===== config.mk =====
export PLATFORM = sky130hd
export DESIGN_NAME = delimiter_stream_deframer
export DESIGN_NICKNAME = d
export VERILOG_FILES = /design/src/rtl/core/dsd_pkg.sv /design/src/rtl/core/delimiter_stream_deframer.sv /design/src/rtl/core/dsd_match.sv
export SDC_FILE = /design/constraint.sdc
export NUM_CORES = 1
export LEC_CHECK = 0
export BUFFER_PORTS_ARGS = -buffer_cell sky130_fd_sc_hd__buf_2
export CAP_MARGIN = 25
export CORE_UTILIZATION = 39
export DETAILED_ROUTE_END_ITERATION = 7
export SLEW_MARGIN = 30
export SYNTH_ARGS = -nofsm -noshare
export SYNTH_HDL_FRONTEND = slang
export SYNTH_SLANG_ARGS = --single-unit

===== constraint.sdc =====
create_clock -name clk -period 10.4 [get_ports clk]
set_input_delay 1.04 -clock clk [delete_from_list [all_inputs] [get_ports clk]]
set_output_delay 1.04 -clock clk [all_outputs]
set_load 0.02 [all_outputs]

===== src/rtl/core/dsd_pkg.sv =====
`timescale 1ns / 1ps
// ----------------------------------------------------------------------------
// dsd_pkg
// Shared types, codes and pattern helpers of the delimiter stream deframer.
// ----------------------------------------------------------------------------
package dsd_pkg;

	localparam int DelimLen = 6;

	typedef enum logic [1:0] {
		KIND_PAYLOAD  = 2'd0,
		KIND_FRAME    = 2'd1,
		KIND_TOO_LONG = 2'd2,
		KIND_CLOSED   = 2'd3
	} kind_t;

	typedef enum logic {
		REQ_DATA  = 1'b0,
		REQ_CLOSE = 1'b1
	} req_t;

	typedef enum logic {
		ST_IDLE,
		ST_EMIT
	} state_t;

	typedef struct packed {
		logic       hit;
		logic       complete;
		logic [2:0] m_eff;
		logic [2:0] next_m;
		logic [2:0] keep;
		logic [2:0] rel;
	} match_info_t;

	function automatic logic [7:0] pat_byte(input logic [2:0] idx);
		logic [7:0] b;
		case (idx)
			3'd0, 3'd1, 3'd4, 3'd5: b = 8'h23;
			3'd2, 3'd3:             b = 8'h2F;
			default:                b = 8'h00;
		endcase
		return b;
	endfunction

	// Longest proper tail of the held prefix plus the new byte that is itself
	// a delimiter prefix.
	function automatic logic [2:0] tail_len(input logic [2:0] m, input logic [7:0] c);
		logic [7:0] seq [DelimLen];
		logic [2:0] k;
		logic       ok;
		logic       found;
		int         base;
		k     = '0;
		found = 1'b0;
		for (int i = 0; i < DelimLen; i++) begin
			seq[i] = (i < int'(m)) ? pat_byte(3'(i)) : c;
		end
		for (int kk = DelimLen - 1; kk > 0; kk--) begin
			if (!found && kk <= int'(m)) begin
				ok   = 1'b1;
				base = int'(m) + 1 - kk;
				for (int i = 0; i < kk; i++) begin
					if (seq[base + i] != pat_byte(3'(i)))
						ok = 1'b0;
				end
				if (ok) begin
					found = 1'b1;
					k     = 3'(kk);
				end
			end
		end
		return k;
	endfunction

endpackage


===== src/rtl/core/delimiter_stream_deframer.sv =====
`timescale 1ns / 1ps
// ----------------------------------------------------------------------------
// delimiter_stream_deframer
// Splits a byte stream into frames ended by the delimiter "##//##".
// ----------------------------------------------------------------------------
// A byte that is held or ends a frame, and a close request, are taken without entering the release state.
// A broken partial match releases one byte per cycle, unless the output stalls,
// through the shared length compare and counter: rel bytes, rel from 1 to 6.
// Results are registered before they appear on the outputs.
// Reset clears the held count, the payload count and the output valid, and
// sets max_length to 10000.
module delimiter_stream_deframer (
	input  logic        clk,
	input  logic        arst_n,
	input  logic        in_valid,
	output logic        in_stall,
	input  logic        req_type,
	input  logic [7:0]  in_byte,
	output logic        out_valid,
	input  logic        out_stall,
	output logic [1:0]  kind,
	output logic [7:0]  out_byte,
	output logic [15:0] frame_length,
	output logic        last,
	input  logic        cfg_valid,
	output logic        cfg_ready,
	input  logic [15:0] cfg_data
);

	dsd_pkg::state_t      state_q, state_next;
	dsd_pkg::match_info_t info;

	logic [15:0] max_length_q;
	logic [2:0]  match_count_q;
	logic [15:0] payload_count_q;
	logic [2:0]  m_q, keep_q, rel_q, idx_q;
	logic [7:0]  c_q;
	logic        out_valid_q;
	logic [1:0]  kind_q;
	logic [7:0]  out_byte_q;
	logic [15:0] frame_length_q;
	logic        last_q;

	logic in_accept, out_free, too_long, emit_last, emit_step;

	dsd_match u_match (
		.match_count(match_count_q),
		.in_byte    (in_byte),
		.info       (info)
	);

	assign out_free  = !out_valid_q || !out_stall;
	assign too_long  = (payload_count_q >= max_length_q);
	assign emit_last = (idx_q == rel_q - 3'd1);
	assign in_accept = in_valid && !in_stall;
	assign emit_step = (state_q == dsd_pkg::ST_EMIT) && out_free;

	always_comb begin
		state_next = state_q;
		unique case (state_q)
			dsd_pkg::ST_IDLE: begin
				if (in_accept && req_type == dsd_pkg::REQ_DATA && !info.hit)
					state_next = dsd_pkg::ST_EMIT;
			end
			dsd_pkg::ST_EMIT: begin
				if (out_free && (too_long || emit_last))
					state_next = dsd_pkg::ST_IDLE;
			end
			default: state_next = dsd_pkg::ST_IDLE;
		endcase
	end

	always_comb begin
		unique case (state_q)
			dsd_pkg::ST_IDLE: in_stall = out_valid_q && out_stall;
			dsd_pkg::ST_EMIT: in_stall = 1'b1;
			default:          in_stall = 1'b1;
		endcase
	end

	assign cfg_ready = 1'b1;

	always_ff @(posedge clk or negedge arst_n) begin
		if (!arst_n) begin
			state_q         <= dsd_pkg::ST_IDLE;
			max_length_q    <= 16'd10000;
			match_count_q   <= '0;
			payload_count_q <= '0;
			out_valid_q     <= 1'b0;
		end else begin
			state_q <= state_next;
			if (cfg_valid && cfg_ready)
				max_length_q <= cfg_data;
			if (in_accept) begin
				if (req_type == dsd_pkg::REQ_CLOSE || info.complete) begin
					match_count_q   <= '0;
					payload_count_q <= '0;
					out_valid_q     <= 1'b1;
				end else begin
					if (info.hit)
						match_count_q <= info.next_m;
					if (!out_stall)
						out_valid_q <= 1'b0;
				end
			end else if (emit_step) begin
				out_valid_q <= 1'b1;
				if (too_long) begin
					match_count_q   <= '0;
					payload_count_q <= '0;
				end else begin
					payload_count_q <= payload_count_q + 16'd1;
					if (emit_last)
						match_count_q <= keep_q;
				end
			end else if (!out_stall) begin
				out_valid_q <= 1'b0;
			end
		end
	end

	always_ff @(posedge clk) begin
		if (in_accept) begin
			m_q    <= info.m_eff;
			keep_q <= info.keep;
			rel_q  <= info.rel;
			c_q    <= in_byte;
			idx_q  <= '0;
			kind_q         <= (req_type == dsd_pkg::REQ_CLOSE) ? dsd_pkg::KIND_CLOSED
			                                                   : dsd_pkg::KIND_FRAME;
			out_byte_q     <= '0;
			frame_length_q <= payload_count_q;
			last_q         <= 1'b1;
		end else if (emit_step) begin
			idx_q <= idx_q + 3'd1;
			if (too_long) begin
				kind_q         <= dsd_pkg::KIND_TOO_LONG;
				out_byte_q     <= '0;
				frame_length_q <= '0;
				last_q         <= 1'b1;
			end else begin
				kind_q         <= dsd_pkg::KIND_PAYLOAD;
				out_byte_q     <= (idx_q < m_q) ? dsd_pkg::pat_byte(idx_q) : c_q;
				frame_length_q <= '0;
				last_q         <= emit_last;
			end
		end
	end

	assign out_valid    = out_valid_q;
	assign kind         = kind_q;
	assign out_byte     = out_byte_q;
	assign frame_length = frame_length_q;
	assign last         = last_q;

	a_busy_stalls: assert property (@(posedge clk) disable iff (!arst_n)
		state_q == dsd_pkg::ST_EMIT |-> in_stall)
		else $error("input not stalled while releasing bytes");

	a_held_range: assert property (@(posedge clk) disable iff (!arst_n)
		match_count_q < 3'(dsd_pkg::DelimLen))
		else $error("held count out of range");

	a_idx_range: assert property (@(posedge clk) disable iff (!arst_n)
		state_q == dsd_pkg::ST_EMIT |-> idx_q < rel_q)
		else $error("release index past release count");

	a_end_last: assert property (@(posedge clk) disable iff (!arst_n)
		out_valid_q && kind_q != dsd_pkg::KIND_PAYLOAD |-> last_q)
		else $error("frame event result not marked last");

endmodule


===== src/rtl/core/dsd_match.sv =====
`timescale 1ns / 1ps
// ----------------------------------------------------------------------------
// dsd_match
// Compares a received byte against the delimiter and works out how many
// bytes are released on a broken partial match.
// ----------------------------------------------------------------------------
module dsd_match (
	input  logic [2:0]           match_count,
	input  logic [7:0]           in_byte,
	output dsd_pkg::match_info_t info
);

	logic [2:0] m_eff;
	logic [2:0] keep;

	assign m_eff = (match_count >= 3'(dsd_pkg::DelimLen)) ? 3'd0 : match_count;
	assign keep  = dsd_pkg::tail_len(m_eff, in_byte);

	always_comb begin
		info.hit      = (in_byte == dsd_pkg::pat_byte(m_eff));
		info.complete = info.hit && (m_eff == 3'(dsd_pkg::DelimLen - 1));
		info.m_eff    = m_eff;
		info.next_m   = m_eff + 3'd1;
		info.keep     = keep;
		info.rel      = m_eff + 3'd1 - keep;
	end

endmodule

Yosys cells after proc, flatten, opt, wreduce, memory -nomap -nowiden

Cells that the tools add are included.
Widths: inputs -> output; s select.

Flip-flop bits (word level): 84
Input bits: 30
Output and inout port bits: 30
Logic and storage cells: 269

$add $sub $neg: 21
Magnitude comparators: 29
Eq/ne operators: 29
Muxes and demuxes: 127
Bitwise logic cells: 17
Reduce and logical (&&, ||, !) cells: 32

Operators with widths:

| kind                  | number |
|---|---|
| $ge 32x4->1 const B   | 15 |
| $not 32->32           | 15 |
| $mux 8                | 46 |
| $bmux 8 s3            | 15 |
| $add 32x3->32 const B | 5 |
| $add 32x2->32 const B | 4 |
| $ne 8x8->1            | 15 |
| $mux 16               | 6 |
| $sub 32x3->32 const B | 2 |
| $sub 32x4->32 const B | 2 |
| $mux 3                | 17 |
| $mux 1                | 35 |
| $add 32x4->32 const B | 1 |
| $sub 32x2->32 const B | 1 |
| $pmux 6 s2            | 2 |
| $add 16x1->16 const B | 1 |
| $ge 16x16->1          | 1 |
| $eq 3x2->1 const B    | 4 |
| $eq 3x3->1 const B    | 4 |
| $logic_and 1x1->1     | 11 |
| $eq 8x6->1            | 1 |
| $logic_not 1->1       | 8 |
| $mux 2                | 4 |
| $reduce_or 4->1       | 2 |
| 25 further kinds      | 38 |

Depth between registers and ports, before layout

Depth after elaboration: 56
Mapped depth: 15
Depth with buffers taken out: 14

Hierarchy

A second synthesis with hierarchy kept.

Cell total of the unflattened synthesis: 451
Area total of the unflattened synthesis: 4596.9 um^2

By module, submodules not included:

| module                    | instances | cells an instance | area each (um^2) | seq. area each (um^2) |
|---|---|---|---|---|
| delimiter_stream_deframer | 1         | 345               | 3847.4           | 2223.4 |
| dsd_match                 | 1         | 106               | 749.5            | 0.0 |

Worst setup path before layout

No wires, ideal clock.

Path kind: register -> register
Start: register match_count_q[1]
End: register rel_q[2], data pin
Setup time: 259 ps
Data arrival time: 3158 ps
Data required time: 10141 ps
Slack: 6984 ps
Stages on the path, launching flop included: 16
Buffers on the path: 1
Clock period less this slack: 3416 ps
Cell sequence: dfrtp_1 > ha_1 > and2b_1 > buf_2 > inv_2 > ha_1 > nor2_1 > mux2_2 > o21ai_0 > a21boi_0 > o2111a_1 > a311o_1 > ha_1 > fa_1 > xnor2_1 > xnor2_1

RTL lines:

| item                   | RTL line                         | text |
|---|---|---|
| start, declared        | delimiter_stream_deframer.sv:34  | `logic [2:0] match_count_q;` |
| start signal, assigned | delimiter_stream_deframer.sv:101 | `match_count_q <= info.next_m;` |
| start signal, assigned | delimiter_stream_deframer.sv:113 | `match_count_q <= keep_q;` |
| end signal, assigned   | delimiter_stream_deframer.sv:125 | `rel_q <= info.rel;` |
| end, declared          | delimiter_stream_deframer.sv:36  | `logic [2:0] m_q, keep_q, rel_q, idx_q;` |

==> impl_metrics.py <==
metrics = {
    "status": {
        "status": "complete, but fails checks",
        "violations": "design-rule violations",
    },
    "clock_tree": {
        "root_buffer": "clkbuf_16",
        "tritoncts": "built",
        "worstSkewPairLatency_ns": 0.34,
        "path_clk_slew_ns": 0.06,
        "cts_num_sinks": 84,
        "cts_resized": 0,
        "cts_hold_buf": 0,
        "numCtsBuffers": 9,
        "htreeDepth": 3,
        "clockBufferDepth": 2,
        "post_cts_buffers": 0,
    },
    "yosys": {
        "synthCells": 469,
        "syn_nets": 537,
        "ys_warn_count": 0,
        "synth.distinct_cells": 68,
        "synth.ff_latch_count": 84,
        "synth_edf_count": 35,
        "syn_area_um2": 4680,
        "ys_seq_area_frac": 0.475,
        "syn_area_per_cell_um2": 9.97,
        "synth_flop_cell": "edfxtp_1",
        "synthArstFlopShare": 0.440,
    },
    "finish": {
        "final_core_util": 0.462,
        "final_cell_count_no_fill": 672,
        "stdcell_area_um2": 5350,
        "fillers": 1091,
        "area_delta_synth_final_pct": 14.3,
        "antenna_cells": 0,
        "layout-drive-gt1-share": 0.164,
        "layout.nets": 592,
    },
    "power": {
        "leakagePower_nw": 2.42,
        "clkPwrFrac": 0.193,
        "power.density_nw_per_um2": 286,
        "swShare": 0.428,
        "ir_drop_uv": 162,
        "power.switching_mw": 0.655,
        "combPwrFrac": 0.463,
        "total_power_mw": 1.53,
        "internal_power_mw": 0.876,
        "p_seq_frac": 0.344,
    },
    "detailed_routing": {
        "dr.pass1.iters": 8,
        "via_count": 3637,
        "detail_route.wl_per_cell_um": 16.3,
        "drt_iter0_drc": 254,
        "viasPerCell": 5.41,
        "drcViolationCount": 6,
        "detail-route-antenna-nets": 0,
        "routed_wl_mm": 11.0,
    },
    "grt": {
        "grt_pass1_wl_mm": 18.3,
        "grt_max_degree": 38,
        "gr-usage-all-layers": 0.189,
        "grt-ovfl-total": 0,
        "antenna_found_initial": 0,
        "grt_pass1_vias": 3642,
    },
    "setup_path": {
        "worstSetupPathType": "reg2reg",
        "critical-path-top-delay-family": "adder cells",
        "critPathLaunchType": "flop",
        "worstSetupEndpointType": "flop",
        "slowest_stage": "and2b_1",
        "slowest_delay_ns": 0.56,
        "cp_data_arrival_time_ns": 4.07,
        "required_ns": 10.49,
        "cp.buffers_inverters": 1,
        "path_cells": "ha_1 -> and2b_1 -> inv_2 -> ha_1 -> nor2_1 -> mux2_2 -> o21ai_0 -> a21boi_0 -> o2111a_1 -> a311o_1 -> ha_1 -> fa_1 -> xnor2_1 -> xnor2_1",
        "worstPathMaxFanout": 15,
        "cp_common_cell": "ha_1",
    },
    "placement": {
        "placed_area_um2": 5070,
        "place_congestion": 0.926,
        "dp_cells": 656,
        "dp_hpwl_mm": 8.06,
        "io_buffers": 58,
        "post-place-ws_ns": 6.10,
    },
    "timing": {
        "skew_ns": 0.00603,
        "min_period_ns": 3.98,
        "min_period_over_period": 0.383,
        "finalHoldViolations": 0,
        "rsz0062_at_grt": "false",
        "slew_headroom": 0.418,
        "maxSlewViolCount": 0,
        "timing.fmax_mhz": 251,
        "tightest_slew_ns": 0.874,
        "fin_ws_ns": 6.42,
        "setup_viol": 0,
        "setup_tns_ns": 0,
        "whs_ns": 0.437,
    },
    "die": {
        "io_pins": 60,
        "die_h_um": 112,
        "dieWidth_um": 112,
        "initial_core_util": 0.405,
        "die_area_um2": 12400,
        "rows": 39,
        "fp.coreArea_um2": 11600,
    },
    "worst_hold_path": {
        "hp-class": "reg2reg",
    },
    "flow_run": {
        "maxCapViolCount": 0,
    },
}
cells in the mapped netlist, types with 5 or more instances:
cell | n | area, um2
dfstp_2 | 5 | 131
o21ai_1 | 13 | 65.1
nand2_1 | 48 | 180
a21o_1 | 5 | 37.5
o21ai_0 | 25 | 125
a22o_1 | 11 | 96.3
buf_2 | 6 | 30.0
xnor2_1 | 6 | 52.6
ha_1 | 37 | 463
dfrtp_1 | 32 | 801
and3_1 | 17 | 106
clkbuf_1 | 5 | 18.8
nor2_1 | 43 | 161
inv_1 | 41 | 154
nor2b_1 | 5 | 31.3
dfxtp_1 | 12 | 240
o211ai_1 | 5 | 37.5
a21oi_1 | 22 | 110
nand3_1 | 12 | 60.1
edfxtp_1 | 35 | 1050
nand4_1 | 5 | 31.3
layout by cell type, fill, tap and decap left out, drive strengths merged, types with 4 or more instances in the layout:
cell type and instances:
edfxtp 35, nor2 44, dfrtp 32, nand4 5, o31ai 4, a22o 11, dfstp 5, o21ai 39
nand3 12, nor2b 5, a21oi 22, and2 4, xor2 4, buf 58, dfxtp 12, and3 17
a21o 5, clkbuf 14, o2bb2ai 5, a31oi 4, ha 37, nor3 4, o211ai 5, xnor2 6
inv 42, a211oi 4, nand2 48
final timing paths:
check	startpoint	to	slack, ns	depth (start not counted)
setup / recovery	match_count_q[1]	rel_q[2]	6.42	14
hold reg to reg	out_byte[4]	out_byte[4]	0.44	2
max in group asynchronous	arst_n	max_length_q[4]	9.37	1
hold / removal	out_byte[4]	out_byte[4]	0.44	2
setup reg to reg	match_count_q[1]	rel_q[2]	6.42	14
min in group asynchronous	arst_n	max_length_q[12]	0.67	1
layer usage:
layer | up-vias | global-route usage | routed length, um
li1 | 1795 | - | -
met1 | 1704 | 0.253 | 5250
met2 | 120 | 0.293 | 4890
met3 | 18 | 0.0441 | 579
met4 | 0 | 0.0802 | 237
met5 | - | 0 | 0
power by group through the flow:
stage                     registers (mW)  logic (mW)  clock network, mW
after detailed placement           0.532       0.699                  0
after CTS                          0.527       0.705              0.302
after global routing               0.537       0.784              0.318
after floorplan                    0.576       0.464                  0
after global placement             0.531       0.683                  0
final                              0.526       0.709              0.296
state kept, by name (all words and copies together) (netlist names), 2 cells and up:
| name | count |
|---|---|
| frame_length | 16 |
| max_length_q | 16 |
| idx_q | 3 |
| match_count_q | 3 |
| m_q | 3 |
| c_q | 8 |
| keep_q | 3 |
| kind | 2 |
| rel_q | 3 |
| payload_count_q | 16 |
| out_byte | 8 |
final cells by class:
class / instances / area [um2] / area share
clock inverters: 2 / 10.0 / 0.00187
flip-flops and latches: 84 / 2220 / 0.416
repair buffers: 58 / 293 / 0.0548
inverters: 43 / 161 / 0.0302
clock buffers: 14 / 264 / 0.0494
well taps: 143 / 179 / 0.0335
multi-input cells: 328 / 2210 / 0.414
kinds of logic after synthesis:
group	synth area share
multiplexers	0.00936
AND/OR/NAND/NOR	0.153
AO/OA/AOI/OAI	0.189
buffers and inverters	0.0514
adder cells (fa/ha/maj)	0.103
XOR/XNOR	0.0187
other	0.000802
flip-flops	0.475
worst register-to-register path, delay by kind of cell (launching register included):
family	cells	cell delay (ns)
AO/OA/AOI/OAI	4	0.75
XOR/XNOR	2	0.29
adder cells (fa/ha/maj)	4	1.10
buffers and inverters	1	0.17
flip-flops	1	0.46
multiplexers	1	0.24
AND/OR/NAND/NOR	2	0.72
No activity file was read; power rests on OpenSTA's default activity.
